[src/rtl/core/rfw_pkg.sv]
// Package for the multiquadric forward warp block.
// Shared widths, table depth, command and status structs. No dependencies.
package rfw_pkg;
    localparam int MaxPoints = 16;
    localparam int IdxW      = $clog2(MaxPoints);
    localparam int CntW      = $clog2(MaxPoints + 1);
    localparam int CoordW    = 12;
    localparam int RadW      = 24;
    localparam int WgtW      = 32;
    localparam int ColW      = 24;
    localparam int QW        = 50;   // radius^2 + d2<<16 fits in 50 bits
    localparam int SW        = 25;   // floor(sqrt(q))
    localparam int AccW      = 64;
    localparam int SizeCap   = 4096;

    localparam logic [1:0] CfgPointCount  = 2'd0;
    localparam logic [1:0] CfgImageWidth  = 2'd1;
    localparam logic [1:0] CfgImageHeight = 2'd2;

    // controller -> datapath
    typedef struct packed {
        logic            load_px;   // clear accumulators
        logic            rd_en;     // read table entry
        logic [IdxW-1:0] rd_idx;
        logic            d2_en;     // form q from table read
        logic            sq_start;  // start square root
        logic            mul_en;    // multiply s by weights
        logic            acc_en;    // accumulate products
        logic            finish;    // final truncation and bounds check
    } t_rfw_cmd;

    // datapath -> controller
    typedef struct packed {
        logic sq_done;
    } t_rfw_sts;
endpackage

[src/rtl/core/rfw_ctrl.sv]
// Controller: walks the loaded points one at a time through the datapath.
// Depends on rfw_pkg.
module rfw_ctrl (
    input  logic                       i_clk,
    input  logic                       i_rst_n,
    input  logic                       i_go,
    input  logic [rfw_pkg::CntW-1:0]   i_count,
    input  rfw_pkg::t_rfw_sts          i_sts,
    output rfw_pkg::t_rfw_cmd          o_cmd,
    output logic                       o_busy
);
    typedef enum logic [2:0] {
        ST_IDLE, ST_READ, ST_DIST, ST_SQRT, ST_MUL, ST_ACC, ST_FIN
    } t_state;

    t_state                    r_state;
    logic [rfw_pkg::CntW-1:0]  r_k;
    logic [rfw_pkg::CntW-1:0]  r_n;
    rfw_pkg::t_rfw_cmd         r_cmd;

    always_ff @(posedge i_clk) begin
        if (!i_rst_n) begin
            r_state <= ST_IDLE;
            r_k     <= '0;
            r_n     <= '0;
            r_cmd   <= '0;
        end else begin
            r_cmd <= '0;
            unique case (r_state)
                ST_IDLE: begin
                    if (i_go) begin
                        r_cmd.load_px <= 1'b1;
                        r_k           <= '0;
                        r_n           <= i_count;
                        r_state       <= (i_count == '0) ? ST_FIN : ST_READ;
                    end
                end
                ST_READ: begin
                    r_cmd.rd_en  <= 1'b1;
                    r_cmd.rd_idx <= r_k[rfw_pkg::IdxW-1:0];
                    r_state      <= ST_DIST;
                end
                ST_DIST: begin
                    r_cmd.d2_en <= 1'b1;
                    r_state     <= ST_SQRT;
                end
                ST_SQRT: begin
                    if (!r_cmd.sq_start && !r_cmd.d2_en && r_k[rfw_pkg::CntW-1] == 1'b0
                        && i_sts.sq_done) begin
                        r_cmd.mul_en <= 1'b1;
                        r_state      <= ST_MUL;
                    end else if (r_cmd.d2_en) begin
                        r_cmd.sq_start <= 1'b1;
                    end
                end
                ST_MUL: begin
                    r_cmd.acc_en <= 1'b1;
                    r_state      <= ST_ACC;
                end
                ST_ACC: begin
                    r_k     <= r_k + 1'b1;
                    r_state <= (r_k + 1'b1 == r_n) ? ST_FIN : ST_READ;
                end
                ST_FIN: begin
                    r_cmd.finish <= (r_n != '0);
                    r_state      <= ST_IDLE;
                end
                default: r_state <= ST_IDLE;
            endcase
        end
    end

    assign o_cmd  = r_cmd;
    assign o_busy = (r_state != ST_IDLE) || r_cmd.finish;
endmodule

[config.mk]
export PLATFORM = sky130hd
export DESIGN_NAME = rfw_ctrl
export DESIGN_NICKNAME = d
export VERILOG_FILES = /design/src/rtl/core/rfw_pkg.sv /design/src/rtl/core/rfw_ctrl.sv
export SDC_FILE = /design/constraint.sdc
export NUM_CORES = 1
export LEC_CHECK = 0
export BUFFER_PORTS_ARGS = -buffer_cell sky130_fd_sc_hd__buf_2
export CAP_MARGIN = 20
export CORE_MARGIN = 4
export CORE_UTILIZATION = 40
export CTS_CLUSTER_SIZE = 16
export DETAILED_ROUTE_END_ITERATION = 16
export PLACE_DENSITY = 0.66
export SLEW_MARGIN = 20
export SYNTH_ARGS = -nofsm -noshare
export SYNTH_HDL_FRONTEND = slang
export SYNTH_SLANG_ARGS = --single-unit
[constraint.sdc]
create_clock -name i_clk -period 1.9 [get_ports i_clk]
set_input_delay 0.285 -clock i_clk [delete_from_list [all_inputs] [get_ports i_clk]]
set_output_delay 0.285 -clock i_clk [all_outputs]
set_load 0.02 [all_outputs]
==> results.toml, run 1 <==
[outcome]
status = "finished clean"

[power_and_ir_drop]
seqPwrFrac_pct = 51.6
switching_share_pct = 25.4
vdd_drop_max_mv = 0.456
p_int_uw = 804
p_sw_uw = 273
p_comb_share_pct = 13.6
power_density_nw_per_um2 = 844
clockPowerShare_pct = 34.9
p_leak_nw = 0.513

[cts]
post_cts_buffers = 0
clkLatencyLatePin_ns = 0.32
cts_tree = "built"
cts.sink_count = 24
clock_path_buffers = 2
htreeDepth = 1
clock-root-buffer = "clkbuf_4"
cts_made_buffers = 3
clk_pin_slew_worst_paths_ns = 0.14

[drt]
wl_per_cell_um = 12.8
drc = 0
via_per_inst = 5.50
drt_iter0_markers = 28
drt-total-wl_um = 2220
vias = 952
ant_nets = 0
firstDrtPassIters = 4

[die]
die_y_um = 60.5
die-area_um2 = 3660
rows = 18
io_pins = 21
fp.coreArea_um2 = 2540
start_util_pct = 43.3
die_x_um = 60.5

[yosys]
synthDistinctLibCells = 36
yosysSeqAreaShare_pct = 43.6
yosysMostFrequentCell = "dfxtp_1"
synth_top_area_share_pct = 43.6
synth_area_leaders = "dfxtp_1 (44%), nand2_1 (5.4%), a21boi_0 (4.1%)"
netlist_instances = 124
yosys_register_bits = 24
ys.flop_type = "dfxtp_1"
synth_top_cell_by_area = "dfxtp_1"
synth_edf_count = 0
yosys-top-cells-count = "dfxtp_1 (24), nand2_1 (16), and2_1 (7), o21ai_0 (7)"
synth_area_um2 = 1100
synth_nets = 134
async_flop_share_pct = 0
yosysWarnings = 0
avgSynthCellArea_um2 = 8.89

[worst_setup_path]
worstReg2RegEnd = "r_k[2]$_SDFFE_PN0P_"
worst-setup-path-type = "register to output port"
critPathRequiredTime_ns = 1.62
slowest_delay_ns = 0.50
crit_chain = "buf_4 > or4_1 > buf_2"
worstSetupStartpointType = "register"
rr_startpoint = "r_state[1]$_SDFFE_PN0P_"
cp_max_fo = 7
cp_data_arrival_time_ns = 1.53
rrSetupSlack_ns = 0.18
end_kind = "output port"
critical_path.slowest_cell = "or4_1"
r2r.worst_path.cells = 5

[layout]
nets = 154
antenna_cells = 0
syn_to_final_growth_pct = 15.8
drive_gt1_share_pct = 22.4
final_util_pct = 50.1

[flow_run]
cap_viol_max_count = 0

[placement]
io_buffers = 20
hpwl_um = 1610
place_congestion = 0.832
place_ws_ns = 0.199

[timing]
rsz0062_at_grt = "false"
setup_slack_ns = 0.0850
hold_viol = 0
setup_violations = 0
clock_skew_ns = 0.00234
slew_viol_final = 0
worst_pin_slew_ns = 0.513
setup_tns_ns = 0
relSlewSlack_pct = 65.7
fin_crit_sh_pct = 95.5
fin_crit_ns = 1.81
fmax_mhz = 551

[global_route]
grt_max_degree = 17
grt_pass1_wl_um = 3840
globalRoute.totalOverflow = 0
grt_pass1_vias = 860
grt.total_usage_pct = 14.1
antenna_found_initial = 0

[worst_hold_path]
worstHoldPathCells = 3
min-delay-start = "i_count[4]"
hp-class = "input pin to register"
min_to = "r_n[4]$_SDFFE_PN0P_"
[cells in the final DEF, fill, tap and decap left out, types with 2 or more instances in the layout]
cell	count
dfxtp_1	23
buf_2	20
nand2_1	16
and2_1	7
o21ai_0	7
a21boi_0	6
nor2_1	6
nor3_1	5
nand2b_1	4
nand3_1	4
xor2_1	3
nor2b_1	3
xnor2_1	3
clkbuf_4	3
or4_1	2
or4b_1	2
inv_1	2
o211ai_1	2
nor3b_1	2
a21oi_1	2
a211oi_1	2
o21a_1	2
[cell type report]
cell class | count | area, um2
fillers | 261 | 1270
multi-input cells | 92 | 589
repair buffers | 21 | 108
clock buffers | 3 | 22.5
well taps | 30 | 37.5
clock inverters | 1 | 30.0
flip-flops and latches | 24 | 482
inverters | 2 | 7.51
[power by group through the flow]
stage	Sequential, mW	Combinational (mW)	Clock, mW
floorplan	0.557	0.112	0
global placement	0.563	0.145	0
detailed placement	0.565	0.146	0
CTS	0.554	0.147	0.383
global route	0.559	0.165	0.399
finish	0.555	0.146	0.375
[critical path: cells and delay by family, from the launching register on]
kind | cells | cell delay [ns]
and+or+nand+nor | 1 | 0.50
buffers and inverters | 2 | 0.33
DFF | 1 | 0.38
[through the flow]
stage,hold WS [ns],power (mW),cells,area (um2)
after floorplan,0.420,0.669,124,1100
after global placement,0.449,0.708,169,1220
after detailed placement,0.461,0.711,169,1220
after CTS,0.202,1.08,173,1270
after global routing,0.209,1.12,173,1280
final,0.200,1.08,173,1280
[flip-flops by register name (all words and copies together), names as in the netlist]
name,flops
r_k,5
r_n,5
r_state,3
o_cmd,11
[kinds of logic after synthesis]
logic type / after synthesis / synth area share (%)
DFF: 24 / 43.6
xor gates and xnor gates: 6 / 4.77
buffers and inverters: 8 / 3.18
AOI/OAI and AO/OA: 28 / 17.8
adders and majority gates: 1 / 1.13
and+or+nand+nor: 57 / 29.5
[worst max-delay path by stage]
stage                            start                      end  slack (ns)  cells past startpoint
2_1_floorplan      r_k[0]$_SDFFE_PN0P_  r_state[0]$_SDFFE_PN0P_        0.42                      6
3_3_place_gp   r_state[1]$_SDFFE_PN0P_      r_k[2]$_SDFFE_PN0P_        0.26                      5
3_5_place_dp       r_k[0]$_SDFFE_PN0P_  r_state[0]$_SDFFE_PN0P_        0.20                      6
4_1_cts        r_state[0]$_SDFFE_PN0P_                   o_busy        0.04                      3
5_1_grt            r_k[0]$_SDFFE_PN0P_  r_state[1]$_SDFFE_PN0P_        0.02                      6
6_report       r_state[0]$_SDFFE_PN0P_                   o_busy        0.09                      3
[what timing repair did]
action / 4_1_cts / 5_1_grt
endpoints found under the setup margin: 0 / 3
resized for setup: 0 / 2
hold buffers: 0 / 0
[metal layers]
layer	track usage (%)	wire, um	vias to the layer above
met4	7.43	50	0
met2	21.9	990	25
li1	-	-	475
met1	18.2	1060	447
met3	3.19	125	5
met5	0	0	-
Note: power is estimated with default switching activity, not from simulation.
==> inputs of run 2 (changes only) <==
Settings changed: BUFFER_PORTS_ARGS -buffer_cell sky130_fd_sc_hd__buf_2 to -buffer_cell sky130_fd_sc_hd__buf_4.
==> results.toml, run 2 (synthesized netlist as in run 1, its figures left out) <==
[drt]
wl_per_cell_um = 12.8
via_per_inst = 5.30
drt-total-wl_um = 2220
ant_nets = 0
highest_layer = "met4"
wl_met2_um = 981
m1WireLength_um = 1070
met3_length_um = 136
drc = 0
drt_iter0_markers = 21
firstDrtPassIters = 6
vias = 923

[cts]
cts.sink_count = 24
clk_pin_slew_worst_paths_ns = 0.14
htreeDepth = 1
cts_tree = "built"
hold_buffers = 0
clock_path_buffers = 2
clock-root-buffer = "clkbuf_4"
cts_made_buffers = 3
clkLatencyLatePin_ns = 0.32

[die]
die_y_um = 60.5
die_x_um = 60.5
fp.coreArea_um2 = 2540
rows = 18
io_pins = 21
die-area_um2 = 3660
start_util_pct = 43.3

[layout]
largest_reg_flops = 11
nets = 155
fin_cells = 174
antenna_cells = 0
drive_gt1_share_pct = 22.9
final_common_cell = "dfxtp_1"
syn_to_final_growth_pct = 21.0
mostFrequentLayoutCells = "dfxtp_1 (23), buf_4 (22), nand2_1 (16)"

[timing]
finalHoldWorstSlack_ns = 0.213
slew_viol_final = 0
hold_viol = 0
relSlewSlack_pct = 65.9
fmax_mhz = 547
worst_pin_slew_ns = 0.510
setup_tns_ns = 0
setup_violations = 0
fin_crit_ns = 1.83
fin_crit_sh_pct = 96.3
setup_slack_ns = 0.0707
rsz0062_at_grt = "false"
clock_skew_ns = 0.00759

[worst_setup_path]
critPathRequiredTime_ns = 1.62
cp_data_arrival_time_ns = 1.54
crit_chain = "buf_4 > or4_1 > buf_4"
worstSetupStartpointType = "register"
critPathBufInv = 2
crit_family = "simple AND/OR/NAND/NOR gates"
critical_path.slowest_cell = "or4_1"
slowest_delay_ns = 0.49
cp_max_fo = 10
worst-setup-path-type = "register to output port"
end_kind = "output port"
cpMostUsedCell = "buf_4"

[power_and_ir_drop]
power_mw = 1.09
p_comb_share_pct = 15.3
switching_share_pct = 25.0
clockPowerShare_pct = 34.2
seqPwrFrac_pct = 50.5
vdd_drop_max_mv = 0.568
power_density_nw_per_um2 = 818
p_int_uw = 817
p_sw_uw = 273
p_leak_nw = 0.525

[placement]
io_buffers = 20
hpwl_um = 1620
place_ws_ns = 0.214
place_congestion = 0.846
dp_cells = 170

[global_route]
globalRoute.totalOverflow = 0
grt_max_degree = 17
grt_pass1_vias = 829
antenna_found_initial = 0
grt.total_usage_pct = 13.4
grt_pass1_wl_um = 3650

[worst_hold_path]
hp-class = "input pin to register"

[flow_run]
cap_viol_max_count = 0

[outcome]
status = "finished clean"
## run 2: changes by cell type in the layout (fill, tap and decap cells not counted), sizes merged
cell | previous run | this run
buf | 21 | 22
## run 2: per-layer routing
layer / global-route usage [%] / vias to the layer above
li1: - / 479
met5: 0 / -
met2: 20.7 / 27
met4: 6.81 / 0
met1: 17.2 / 412
met3: 3.40 / 5
## run 2: what timing repair did
action,in CTS,in global routing
setup buffers,0,0
setup endpoints to repair,0,3
resized for setup,0,2
## run 2: through the flow
| stage | util, % | area, um2 |
|---|---|---|
| final | 52.4 | 1330 |
| after global routing | 52.4 | 1330 |
| after CTS | 52.3 | 1330 |
| after detailed placement | 50.2 | 1280 |
| after global placement | 50.2 | 1280 |
| after floorplan | - | 1100 |
## run 2: worst paths after layout
check                           from                 endpoint  slack [ns]  depth (start not counted)
max          r_state[1]$_SDFFE_PN0P_                   o_busy        0.07                          3
min                       i_count[2]      r_n[2]$_SDFFE_PN0P_        0.21                          3
max reg2reg      r_k[0]$_SDFFE_PN0P_  r_state[0]$_SDFFE_PN0P_        0.18                          6
min reg2reg      o_cmd[4]$_SDFF_PN0_      o_cmd[3]$_SDFF_PP0_        0.48                          2
## run 2: final cells by class
cell class / instances / area, um2
fill: 251 / 1210
multi-input combinational: 92 / 589
sequential: 24 / 482
timing repair buffer: 22 / 165
tap: 30 / 37.5
clock inverter: 1 / 30.0
clock buffer: 3 / 22.5
inverter: 2 / 7.51
## run 2: tightest hold or removal path, delay by kind of cell
kind | cells | cell delay, ns
AO/OA/AOI/OAI | 1 | 0.06
buffers and inverters | 1 | 0.11
AND/OR/NAND/NOR | 1 | 0.05
## run 2: power groups by stage
stage / logic [mW] / registers, mW / clock network (mW)
floorplan: 0.112 / 0.557 / 0
global placement: 0.166 / 0.560 / 0
detailed placement: 0.167 / 0.561 / 0
CTS: 0.168 / 0.550 / 0.377
global route: 0.185 / 0.555 / 0.403
finish: 0.167 / 0.551 / 0.373
==> inputs of run 3 (changes only) <==
--- a/config.mk
+++ b/config.mk
@@ -10,4 +10,5 @@
 export CORE_MARGIN = 4
 export CORE_UTILIZATION = 40
+export CTS_CLUSTER_DIAMETER = 50
 export CTS_CLUSTER_SIZE = 16
 export DETAILED_ROUTE_END_ITERATION = 16
==> constraint.sdc (replaced) <==
create_clock -name i_clk -period 2.3 [get_ports i_clk]
set_input_delay 0.345 -clock i_clk [delete_from_list [all_inputs] [get_ports i_clk]]
set_output_delay 0.345 -clock i_clk [all_outputs]
set_load 0.05 [all_outputs]
==> results.toml, run 3 (synthesized netlist as in run 1, its figures left out) <==
[worst_setup_path]
worstSetupStartpointType = "register"
crit_chain = "or4_1 > buf_4"
critical_path.slowest_cell = "or4_1"
r2r.worst_path.cells = 6
worst-setup-path-type = "register to output port"
critPathRequiredTime_ns = 1.96
end_kind = "output port"
cp_max_fo = 15
cp_data_arrival_time_ns = 1.53
slowest_delay_ns = 0.55

[global_route]
grt_pass1_vias = 851
grt_max_degree = 17
grt_pass1_wl_um = 3670
grt.total_usage_pct = 13.4
antenna_found_initial = 0
globalRoute.totalOverflow = 0

[drt]
via_per_inst = 5.33
firstDrtPassIters = 4
vias = 917
drt-total-wl_um = 2150
m1WireLength_um = 1010
met3_length_um = 108
wl_met2_um = 1000
ant_nets = 0
drc = 0
drt_iter0_markers = 22
wl_per_cell_um = 12.5
highest_layer = "met4"

[timing]
clock_skew_ns = 0.00162
setup_tns_ns = 0
worst_pin_slew_ns = 0.517
relSlewSlack_pct = 65.4
rsz0062_at_grt = "false"
slew_viol_final = 0
fmax_mhz = 533
fin_crit_sh_pct = 81.6
setup_violations = 0
hold_viol = 0
fin_crit_ns = 1.88
finalHoldWorstSlack_ns = 0.281

[die]
die-area_um2 = 3660
die_y_um = 60.5
fp.coreArea_um2 = 2540
rows = 18
start_util_pct = 43.3
die_x_um = 60.5
io_pins = 21

[cts]
htreeDepth = 1
cts_resized = 0
clkLatencyLatePin_ns = 0.31
cts_made_buffers = 3
post_cts_buffers = 0
clock_path_buffers = 2
hold_buffers = 0
clk_pin_slew_worst_paths_ns = 0.13
cts.sink_count = 24
cts_tree = "built"
clock-root-buffer = "clkbuf_4"

[placement]
io_buffers = 20
place_congestion = 0.831
hpwl_um = 1630

[layout]
mostFrequentLayoutCells = "dfxtp_1 (24), buf_4 (20), nand2_1 (16)"
nets = 153
largest_reg_flops = 11
drive_gt1_share_pct = 20.4
final_common_cell = "dfxtp_1"
syn_to_final_growth_pct = 19.3
seqCellArea_um2 = 480
multiInputGateArea_um2 = 587
antenna_cells = 0
n_fill_cell = 241

[outcome]
status = "finished clean"

[flow_run]
cap_viol_max_count = 0

[power_and_ir_drop]
vdd_drop_max_mv = 0.330
p_leak_nw = 0.517
power_density_nw_per_um2 = 689

[worst_hold_path]
worstHoldPathCells = 3
hp-class = "input pin to register"
[run 3: per-stage QoR]
step	area [um2]	cells	util (%)	worst slack (ns)	total power [mW]
floorplan	1100	124	-	0.699	0.572
global placement	1260	168	49.6	0.604	0.610
detailed placement	1260	168	49.6	0.567	0.615
CTS	1320	172	51.7	0.401	0.919
global route	1320	172	51.7	0.320	0.957
finish	1320	172	51.7	0.424	0.906
[run 3: worst max-delay path, delay by kind of cell, from the launching register on]
kind | cells | cell delay (ns)
simple gates | 1 | 0.55
flops | 1 | 0.47
buf+inv | 1 | 0.20
[run 3: final cells by class]
type	count	share of cell area, %
Clock buffer	3	1.71
Clock inverter	1	2.28
Inverter	2	0.571
Multi-Input combinational cell	92	44.6
Sequential cell	24	36.5
Tap cell	30	2.85
Timing Repair Buffer	20	11.4
[run 3: where the power goes]
| part | switching [mW] | total, mW | leakage [nW] | internal [mW] |
|---|---|---|---|---|
| clock network | 0.126 | 0.302 | 0.0279 | 0.176 |
| logic | 0.0844 | 0.145 | 0.294 | 0.0602 |
| registers | 0.0264 | 0.460 | 0.195 | 0.433 |
| total | 0.237 | 0.906 | 0.517 | 0.670 |
[run 3: final timing paths]
check	slack [ns]	startpoint	endpoint
max reg2reg	0.52	r_k[0]$_SDFFE_PN0P_	r_state[0]$_SDFFE_PN0P_
max	0.42	r_state[1]$_SDFFE_PN0P_	o_busy
min reg2reg	0.48	o_cmd[4]$_SDFF_PN0_	o_cmd[3]$_SDFF_PP0_
min	0.28	i_count[2]	r_n[2]$_SDFFE_PN0P_
[run 3: metal layers]
metal / track usage (%) / vias to the layer above
li1: - / 477
met1: 17.5 / 416
met2: 21.5 / 20
met3: 2.55 / 4
met4: 6.50 / 0
met5: 0 / -
